**config.mk**
```make
export PLATFORM = sky130hd
export DESIGN_NAME = malt_cell
export DESIGN_NICKNAME = d
export VERILOG_FILES = /design/src/malt_pkg.sv /design/src/malt_cell.sv
export SDC_FILE = /design/constraint.sdc
export NUM_CORES = 1
export LEC_CHECK = 0
export ABC_AREA = 1
export BUFFER_PORTS_ARGS = -buffer_cell sky130_fd_sc_hd__buf_2
export CORE_MARGIN = 5
export CORE_UTILIZATION = 35
export CTS_CLUSTER_DIAMETER = 30
export DETAILED_ROUTE_END_ITERATION = 7
export PLACE_DENSITY = 0.66
export RECOVER_POWER = 50
export SLEW_MARGIN = 25
export SYNTH_ARGS = -nofsm -noshare
export SYNTH_HDL_FRONTEND = slang
export SYNTH_SLANG_ARGS = --single-unit
```
**constraint.sdc**
```tcl
create_clock -name clk -period 2.3 [get_ports clk]
set_clock_uncertainty 0.1 [all_clocks]
set_input_delay 0.575 -clock clk [delete_from_list [all_inputs] [get_ports clk]]
set_output_delay 0.575 -clock clk [all_outputs]
set_load 0.01 [all_outputs]
```
**src/malt_pkg.sv**
```systemverilog
`timescale 1ns / 1ps
package malt_pkg;

    // table geometry
    localparam int TABLE_DEPTH = 64;
    localparam int IDX_W       = (TABLE_DEPTH > 2) ? $clog2(TABLE_DEPTH) : 1;
    // radix-8 gather levels from the cell row down to one record
    localparam int GATHER_LVLS = (IDX_W + 2) / 3;
    localparam int GCNT_W      = $clog2(GATHER_LVLS + 1);
    // widest registered gather level, the first one above the cell row
    localparam int GATHER_W    = (TABLE_DEPTH + 7) >> 3;

    // field widths
    localparam int MAC_W   = 48;
    localparam int MASK_W  = 8;
    localparam int PORT_W  = 3;
    localparam int ETYPE_W = 16;
    localparam int ACT_W   = 3;
    localparam int OIDX_W  = 6;
    localparam int CNT_W   = 32;

    // constants
    localparam logic [ETYPE_W-1:0] ARP_TYPE    = 16'h0806;
    localparam logic [MAC_W-1:0]   BCAST_MAC   = 48'hffff_ffff_ffff;
    localparam logic [MAC_W-1:0]   OWN_MAC_RST = 48'h4e00_0000_f050;

    // learn action codes
    localparam logic [ACT_W-1:0] LA_NONE  = 3'd0;
    localparam logic [ACT_W-1:0] LA_KNOWN = 3'd1;
    localparam logic [ACT_W-1:0] LA_ADDED = 3'd2;
    localparam logic [ACT_W-1:0] LA_NEW   = 3'd3;
    localparam logic [ACT_W-1:0] LA_FULL  = 3'd4;

    // command broadcast to every cell
    typedef struct packed {
        logic               cmp;
        logic               set_port;
        logic               append;
        logic [MAC_W-1:0]   key;
        logic [MASK_W-1:0]  pbit;
    } cell_cmd_t;

    // per-cell search record, zero unless the cell has something to say
    typedef struct packed {
        logic               hit;
        logic [IDX_W-1:0]   hit_idx;
        logic [MASK_W-1:0]  mask;
        logic [MAC_W-1:0]   mac;
        logic               free;
        logic [IDX_W-1:0]   free_idx;
    } rec_t;

    localparam int REC_W = $bits(rec_t);

    // node count of a gather level, level zero being the cell row
    function automatic int nodes_at(input int lvl);
        return (TABLE_DEPTH + (1 << (3 * lvl)) - 1) >> (3 * lvl);
    endfunction

endpackage

```
**src/malt_cell.sv**
```systemverilog
`timescale 1ns / 1ps
module malt_cell (
    input  logic                         clk,
    input  logic                         rst_n,
    input  logic [malt_pkg::IDX_W-1:0]   cell_idx,
    input  logic                         prev_occ,
    input  malt_pkg::cell_cmd_t          cmd,
    output logic                         occ,
    output malt_pkg::rec_t               rec
);
    import malt_pkg::*;

    logic               occ_reg, occ_next;
    logic               hit_reg, hit_next;
    logic               free_reg, free_next;
    logic [MAC_W-1:0]   mac_reg;
    logic [MASK_W-1:0]  mask_reg;

    // match and first-free flags, taken on the compare cycle
    always_comb
    begin
        hit_next  = hit_reg;
        free_next = free_reg;
        occ_next  = occ_reg;
        if (cmd.cmp)
        begin
            hit_next  = occ_reg && (mac_reg == cmd.key);
            free_next = prev_occ && !occ_reg;
        end
        if (cmd.append && free_reg)
        begin
            occ_next = 1'b1;
        end
    end

    always_ff @(posedge clk or negedge rst_n)
    begin
        if (!rst_n)
        begin
            occ_reg  <= 1'b0;
            hit_reg  <= 1'b0;
            free_reg <= 1'b0;
        end
        else
        begin
            occ_reg  <= occ_next;
            hit_reg  <= hit_next;
            free_reg <= free_next;
        end
    end

    // entry contents: load on append, merge port bit on hit update
    always_ff @(posedge clk)
    begin
        if (cmd.append && free_reg)
        begin
            mac_reg  <= cmd.key;
            mask_reg <= cmd.pbit;
        end
        else if (cmd.set_port && hit_reg)
        begin
            mask_reg <= mask_reg | cmd.pbit;
        end
    end

    // record toward the gather tree
    always_comb
    begin
        rec          = '0;
        rec.hit      = hit_reg;
        rec.free     = free_reg;
        if (hit_reg)
        begin
            rec.hit_idx = cell_idx;
            rec.mask    = mask_reg;
            rec.mac     = mac_reg;
        end
        if (free_reg)
        begin
            rec.free_idx = cell_idx;
        end
    end

    assign occ = occ_reg;

endmodule

```
==> impl_metrics.yaml, run 1 <==
outcome:
  status: "finished, final reports clean"
clocking:
  cts_htree_levels: 3
  clkLatencyLatePin_ns: 0.34
  root_buffer: "clkbuf_8"
  cts_setup_buffers: 0
  cts_buffer_depth: 2
  clkTransAtPathRegs_ns: 0.06
  cts_tree: "yes"
  post_cts_resized: 0
  ctsHoldBuffers: 1
  cts_buffers: 9
  cts_sinks: 59
synthesis:
  synth-xor-area-share_pct: 3.152
  syn-num-nets: 512
  synth_top_family_by_area: "simple AND/OR/NAND/NOR gates"
  yosys_warnings: 0
  async_reset_ff_share_pct: 5.085
  synth.most_common_cell: "nand2_1"
  synth_compound_gate_area_share_pct: 2.251
  synth.top_cells.by_count: "167 x nand2_1, 132 x inv_1, 56 x edfxtp_1"
  synth_cells: 444
  syn_area_mm2: 0.003334
  synth_edf_count: 56
  ys_types: 13
  synth_fa_ha_area_share_pct: 0
  yosysSeqAreaShare_pct: 52.68
  synthFlopType: "edfxtp_1"
  synth.mux.area_fraction_pct: 0
  synth_top_area_cell: "edfxtp_1"
  yosys.area_share.simple_pct: 25.25
  synth.area.top_cells: "edfxtp_1 50%, nand2_1 19%, inv_1 15%"
  synth_top_cell_area_share_pct: 50.43
  ys_ff_latch: 59
  avgSynthCellArea_um2: 7.510
die:
  dieWidth_um: 107.6
  die_h_um: 107.6
  rows: 35
  pin_count: 139
  initial_core_util_pct: 35.92
  die_area_mm2: 0.01158
  coreArea_mm2: 0.009284
worst_setup_path:
  rr_worst_depth: 3
  start_kind: "register"
  crit_type: "reg -> out"
  regToRegStartpoint: "free_reg"
  path_max_fanout: 27
  cp.required_ns: 1.62
  critPathTopFamily: "flip-flops"
  cp-end-kind: "output pin"
  arrival_ns: 1.38
  r2r_setup_slack_ns: 0.38
  r2r_end: "mac_reg[20]"
  slowest_stage: "dfrtp_2"
  worst_path_largest_cell_delay_ns: 0.56
  path_buf_inv: 3
  cp_cell_sequence: "buf_12, nand2_1, inv_1, buf_2"
place:
  place_congestion: 0.7512
  portBuffers: 138
  place_inst: 704
  dp_hpwl_um: 6287
power:
  p_leak_nw: 2.659
  power.density_mw_per_mm2: 504.6
  ir_worst_vdd_mv: 0.2740
finish:
  antennaDiodeCount: 0
  largest_reg_flops: 48
  final_util_pct: 46.31
  area_delta_synth_final_pct: 28.93
  instances_no_fill: 720
  fin_nets: 655
  drive_above_1_share_pct: 17.77
grt:
  gr-total-overflow: 0
  grt_pass1_wl_um: 12830
  grt_use_total_pct: 14.05
  grt_pass1_vias: 2835
  grt_max_degree: 28
  grt_antenna_before_repair: 0
sta:
  hold_viol: 0
  slew-limit-headroom_pct: 61.19
  rsz0062_at_grt: "false"
  fin_crit_sh_pct: 89.47
  timing.hold.ws_ns: 0.3316
  setup_viol: 0
  fin_crit_ns: 2.058
  slew_violations: 0
  worst_slew_pin_slew_ns: 0.5821
  fmax_ghz: 0.4859
  fin_setup_tns_ns: 0
detailed_routing:
  drt-pass1-iter-count: 4
  drt-initial-drc-count: 90
  num_vias: 2897
  drc_errors: 0
  drtAntennaViolNets: 0
  routed_via_density: 4.024
  wl_per_cell_um: 11.06
  wirelength_um: 7964
hold_path:
  worstHoldPathCells: 1
  worstHoldEndpoint: "mac_reg[7]"
  holdCritPathClass: "in -> reg"
  hp-start: "cmd[15]"
flow_run:
  max_cap_viol_count: 0
-- stage by stage --
step | setup WS [ns] | instance area, um^2 | power, mW
after global routing | 0.1294 | 4299 | 2.278
after floorplan | 0.05506 | 3334 | 1.250
final | 0.2422 | 4299 | 2.169
after global placement | 0.4843 | 4183 | 1.335
after detailed placement | 0.4625 | 4183 | 1.340
after CTS | 0.1890 | 4365 | 2.223
-- cells in the final DEF, fill, tap and decap left out --
cell type,n
bufinv_16,1
clkinv_1,4
buf_2,87
clkbuf_1,52
nand4_1,3
o21ai_0,3
edfxtp_1,56
inv_1,132
dfrtp_1,2
nor2_1,42
nand2_1,167
dlygate4sd3_1,1
clkbuf_2,1
xnor2_1,12
buf_12,2
dfrtp_2,1
clkbuf_8,9
or2_2,3
nand3_1,4
buf_4,1
a21o_1,8
-- power by group --
group,internal (mW),switching [mW],leakage [nW],total [mW]
sequential,1.17,0.00000000000000826,0.537,1.17
clock,0.480,0.385,0.0863,0.865
combinational,0.0593,0.0719,2.04,0.131
-- worst max path at each step --
stage | startpoint | endpoint | slack, ns | depth (start not counted)
2_1_floorplan | cmd[56] | mac_reg[0] | 0.06 | 3
3_3_place_gp | cmd[56] | mac_reg[21] | 0.48 | 4
3_5_place_dp | cmd[56] | mac_reg[28] | 0.46 | 4
4_1_cts | hit_reg | rec[32] | 0.19 | 4
5_1_grt | hit_reg | rec[19] | 0.13 | 4
6_report | hit_reg | rec[26] | 0.24 | 4
-- final cells by class --
class / instances / area (um^2)
fillers: 994 / 4985
well taps: 129 / 161.4
clock inverters: 5 / 45.04
repair buffers: 143 / 689.4
flip-flops and latches: 59 / 1758
clock buffers: 10 / 127.6
multi-input cells: 242 / 1022
inverters: 132 / 495.5
-- routing by layer --
layer  vias up  track usage, %  part of all wire [%]
li1       1558               -                     -
met1      1224           16.86                    44
met2       100           23.49                    46
met3        15           4.199                   7.7
met4         0           5.681                   2.0
met5         -               0                     0
-- cells by family (layout without fill, tap and decap cells) --
logic type      after synthesis  in the layout
buf+inv                     143            290
compound gates               11             11
flops                        59             59
simple gates                219            219
xor+xnor                     12             12
Note: power is estimated with default switching activity, not from simulation.
==> run 2, diff against run 1 <==
- HOLD_SLACK_MARGIN: default -> 0.02
- SETUP_SLACK_MARGIN: default -> 0.3
==> run 2 against run 1 <==
Effect of this change:
- non-clock buffer count rose by 1
- core utilization grew 0.36 points
- highest routed layer unchanged
- die area unchanged
- final area grew 0.79%
- fmax rose by 4.5%
- clock power up 17%
- critical path type unchanged
- setup slack gained 0.088 ns
- routed wire length shrank 2.4%
- register-to-register slack better by 0.07 ns
==> impl_metrics.yaml, run 2 (synthesized netlist as in run 1, its figures left out) <==
die:
  die_h_um: 107.6
  pin_count: 139
  initial_core_util_pct: 35.92
  coreArea_mm2: 0.009284
  dieWidth_um: 107.6
  die_area_mm2: 0.01158
  rows: 35
worst_setup_path:
  path_max_fanout: 8
  regToRegStartpoint: "free_reg"
  crit_start: "free_reg"
  start_kind: "register"
  cp-end-kind: "output pin"
  r2r_end: "mac_reg[20]"
  r2r_setup_slack_ns: 0.45
  rr_worst_depth: 3
  cp.required_ns: 1.62
  arrival_ns: 1.29
  crit_type: "reg -> out"
power:
  ir_worst_vdd_mv: 0.2438
  p_leak_nw: 2.682
  power.density_mw_per_mm2: 534.1
sta:
  fin_setup_tns_ns: 0
  slew-limit-headroom_pct: 53.63
  fin_crit_sh_pct: 85.62
  worst_slew_pin_slew_ns: 0.6956
  fmax_ghz: 0.5078
  hold_viol: 0
  slew_violations: 0
  fin_crit_ns: 1.969
  rsz0062_at_grt: "false"
  setup_viol: 0
  worst_slack_ns: 0.3307
detailed_routing:
  wl_per_cell_um: 10.77
  drt-pass1-iter-count: 5
  num_vias: 2890
  drt-initial-drc-count: 98
  routed_via_density: 4.003
  drc_errors: 0
  drtAntennaViolNets: 0
  wirelength_um: 7775
clocking:
  cts_sinks: 59
  cts_htree_levels: 3
  cts_tree: "yes"
  clkTransAtPathRegs_ns: 0.07
  root_buffer: "clkbuf_8"
  cts_buffer_depth: 2
  cts_buffers: 9
  clkLatencyLatePin_ns: 0.33
finish:
  drive_above_1_share_pct: 19.22
  layout_commonest_cell: "nand2_1"
  largest_reg_flops: 48
  area_delta_synth_final_pct: 29.94
  multiInputGateArea_mm2: 0.001022
  fin_nets: 656
  regArea_mm2: 0.001758
  final_cell_mix: "167 x nand2_1, 131 x inv_1, 90 x buf_2, 56 x edfxtp_1, 50 x clkbuf_1"
  antennaDiodeCount: 0
  fillCellCount: 1002
hold_path:
  hp-start: "cmd[15]"
  worstHoldEndpoint: "mac_reg[7]"
  worstHoldPathCells: 1
  holdCritPathClass: "in -> reg"
grt:
  grt_antenna_before_repair: 0
  grt_pass1_vias: 2869
  grt_pass1_wl_um: 12680
  grt_use_total_pct: 13.69
  gr-total-overflow: 0
  grt_max_degree: 34
flow_run:
  max_cap_viol_count: 0
outcome:
  status: "finished, final reports clean"
place:
  dp_hpwl_um: 6089
  portBuffers: 138
  place_ws_ns: 0.3804
  place_congestion: 0.7867
run 2: per-layer routing:
| layer | routed length (um) | up-vias | GRT usage (%) |
|---|---|---|---|
| li1 | - | 1562 | - |
| met1 | 3482 | 1224 | 16.40 |
| met2 | 3544 | 93 | 23.00 |
| met3 | 631 | 11 | 4.619 |
| met4 | 116 | 0 | 4.599 |
| met5 | 0 | - | 0 |
run 2: stage by stage:
stage	cell area, um^2	cells	utilization, %	total power, mW	hold slack (ns)
6_report	4333	722	46.67	2.314	0.3354
5_1_grt	4333	722	46.67	2.424	0.3035
4_1_cts	4390	722	47.29	2.367	0.3167
3_5_place_dp	4169	705	44.91	1.338	0.2750
3_3_place_gp	4169	705	44.91	1.335	0.2747
2_1_floorplan	3341	444	-	1.250	0.1794
run 2: what timing repair did:
item,4_1_cts,5_1_grt
hold buffers,1,0
setup endpoints to repair,4,34
setup buffers,0,0
resized for setup,1,3
hold endpoints to repair,3,0
cloned,0,0
run 2: cell type report:
class | count | share of cell area [%]
multi-input combinational | 242 | 23.59
timing repair buffer | 144 | 15.80
tap | 129 | 3.725
clock buffer | 10 | 2.945
inverter | 132 | 11.52
sequential | 59 | 40.57
clock inverter | 6 | 1.848
run 2: worst max-delay path: stages, from the launching register on:
cell      delay [ns]
dfrtp_1         0.35
clkbuf_1        0.30
nand2_1         0.13
inv_1           0.07
buf_2           0.12
run 2: worst max-delay path by stage:
stage / endpoint / depth (start not counted)
after CTS: rec[18] / 4
after detailed placement: mac_reg[12] / 4
after floorplan: mac_reg[0] / 3
final: rec[3] / 4
after global routing: rec[3] / 4
after global placement: mac_reg[26] / 4
run 2: power by group:
part           leakage [nW]       switching [mW]  internal [mW]
clock network         0.110                0.408          0.603
logic                  2.04               0.0707         0.0596
registers             0.537  0.00000000000000291           1.17
==> run 3, diff against run 2 <==
- PLACE_DENSITY: 0.66 -> 0.63
- clock period: 2.3 -> 2.25 ns (I/O delays scaled with it)
==> run 3 against run 2 <==
Effect of this change:
- combinational power hardly changed
- sequential power about the same
- die area is the same
- critical endpoint unchanged
- highest routed layer unchanged
==> impl_metrics.yaml, run 3 (synthesized netlist as in run 1, its figures left out) <==
worst_setup_path:
  critPathTopFamily: "buffers and inverters"
  cp_cell_sequence: "clkbuf_1, nand2_1, inv_1, buf_2"
  path_max_fanout: 8
  crit_type: "reg -> out"
  crit_start: "free_reg"
  regToRegStartpoint: "free_reg"
  start_kind: "register"
  worst_path_largest_cell_delay_ns: 0.37
  cp-end-kind: "output pin"
  cp.required_ns: 1.59
  arrival_ns: 1.31
  slowest_stage: "dfrtp_1"
  path_buf_inv: 3
clocking:
  clkTransAtPathRegs_ns: 0.07
  clkLatencyLatePin_ns: 0.32
  root_buffer: "clkbuf_8"
  cts_tree: "yes"
  cts_buffer_depth: 2
  cts_htree_levels: 3
  cts_sinks: 59
  cts_buffers: 9
die:
  die_h_um: 107.6
  dieWidth_um: 107.6
  initial_core_util_pct: 35.92
  rows: 35
  die_area_mm2: 0.01158
  coreArea_mm2: 0.009284
  pin_count: 139
sta:
  rsz0062_at_grt: "true"
  slew-limit-headroom_pct: 53.58
  setup_viol: 0
  fin_setup_tns_ns: 0
  hold_viol: 0
  slew_violations: 0
  fin_crit_ns: 1.970
  fmax_ghz: 0.5075
  fin_crit_sh_pct: 87.58
  worst_slew_pin_slew_ns: 0.6963
place:
  dp_hpwl_um: 6070
  placed_area_mm2: 0.004199
  place_congestion: 0.7699
  portBuffers: 138
finish:
  largest_reg_flops: 48
  area_delta_synth_final_pct: 29.79
  layout_commonest_cell: "nand2_1"
  fin_nets: 656
  drive_above_1_share_pct: 18.41
  final_cell_mix: "167 x nand2_1, 131 x inv_1, 89 x buf_2, 56 x edfxtp_1, 52 x clkbuf_1"
  regArea_mm2: 0.001760
  antennaDiodeCount: 0
  multiInputGateArea_mm2: 0.001022
  fillCellCount: 1001
  design_area_mm2: 0.004328
detailed_routing:
  dr.max_layer_used: "met4"
  drtAntennaViolNets: 0
  wl_met1_um: 3553
  num_vias: 2893
  wl_met2_um: 3602
  drt-initial-drc-count: 89
  routed_via_density: 4.012
  wirelength_um: 7833
  drc_errors: 0
  drt-pass1-iter-count: 4
  wl_per_cell_um: 10.86
  wl_met3_um: 571
power:
  p_leak_nw: 2.663
  power.density_mw_per_mm2: 512.6
  ir_worst_vdd_mv: 0.2994
grt:
  grt_pass1_wl_um: 12580
  grt_antenna_before_repair: 0
  grt_pass1_vias: 2833
  grt_max_degree: 49
  grt_use_total_pct: 13.69
  gr-total-overflow: 0
hold_path:
  holdCritPathClass: "in -> reg"
  hp-start: "cmd[15]"
outcome:
  status: "finished, final reports clean"
flow_run:
  max_cap_viol_count: 0
[run 3: final timing paths]
check | end | slack (ns) | cells after the start
worst max-delay path | rec[3] | 0.28 | 4
worst min-delay path | mac_reg[7] | 0.33 | 1
worst max register to register | mac_reg[19] | 0.41 | 3
worst min register to register | occ | 0.42 | 2
max in group asynchronous | hit_reg | 1.38 | 2
min in group asynchronous | free_reg | 0.48 | 2
[run 3: report_power, final]
| part | internal (mW) | leakage (nW) | switching [mW] |
|---|---|---|---|
| logic | 0.0606 | 2.04 | 0.0728 |
| clock network | 0.497 | 0.0882 | 0.389 |
| registers | 1.20 | 0.537 | 0.00000000000000469 |
[run 3: metal layers]
metal	track usage (%)	vias to the layer above
li1	-	1557
met1	16.90	1235
met2	22.96	91
met3	3.659	10
met4	4.869	0
met5	0	-
[run 3: timing repair]
| item | CTS | global route |
|---|---|---|
| hold buffers | 1 | 0 |
| gates resized for setup | 1 | 0 |
| setup endpoints to repair | 50 | 48 |
| buffers inserted | 1 | 0 |
| endpoints found under the hold margin | 3 | 0 |
[run 3: layout make-up]
class                      count  share of cell area (%)
sequential                    59                   40.68
tap                          129                   3.729
timing repair buffer         144                   16.42
multi-input combinational    242                   23.62
inverter                     132                   11.54
clock buffer                  11                   3.036
clock inverter                 4                  0.9829
[run 3: through the flow]
stage	setup slack, ns	hold WS (ns)	total power, mW	util [%]	std cells
floorplan	0.3148	0.1669	1.278	-	444
CTS	0.2997	0.3074	2.276	47.45	721
global route	0.1493	0.3052	2.328	46.62	721
detailed placement	0.4477	0.2643	1.369	45.23	704
global placement	0.4675	0.2640	1.365	45.23	704
finish	0.2795	0.3291	2.219	46.62	721
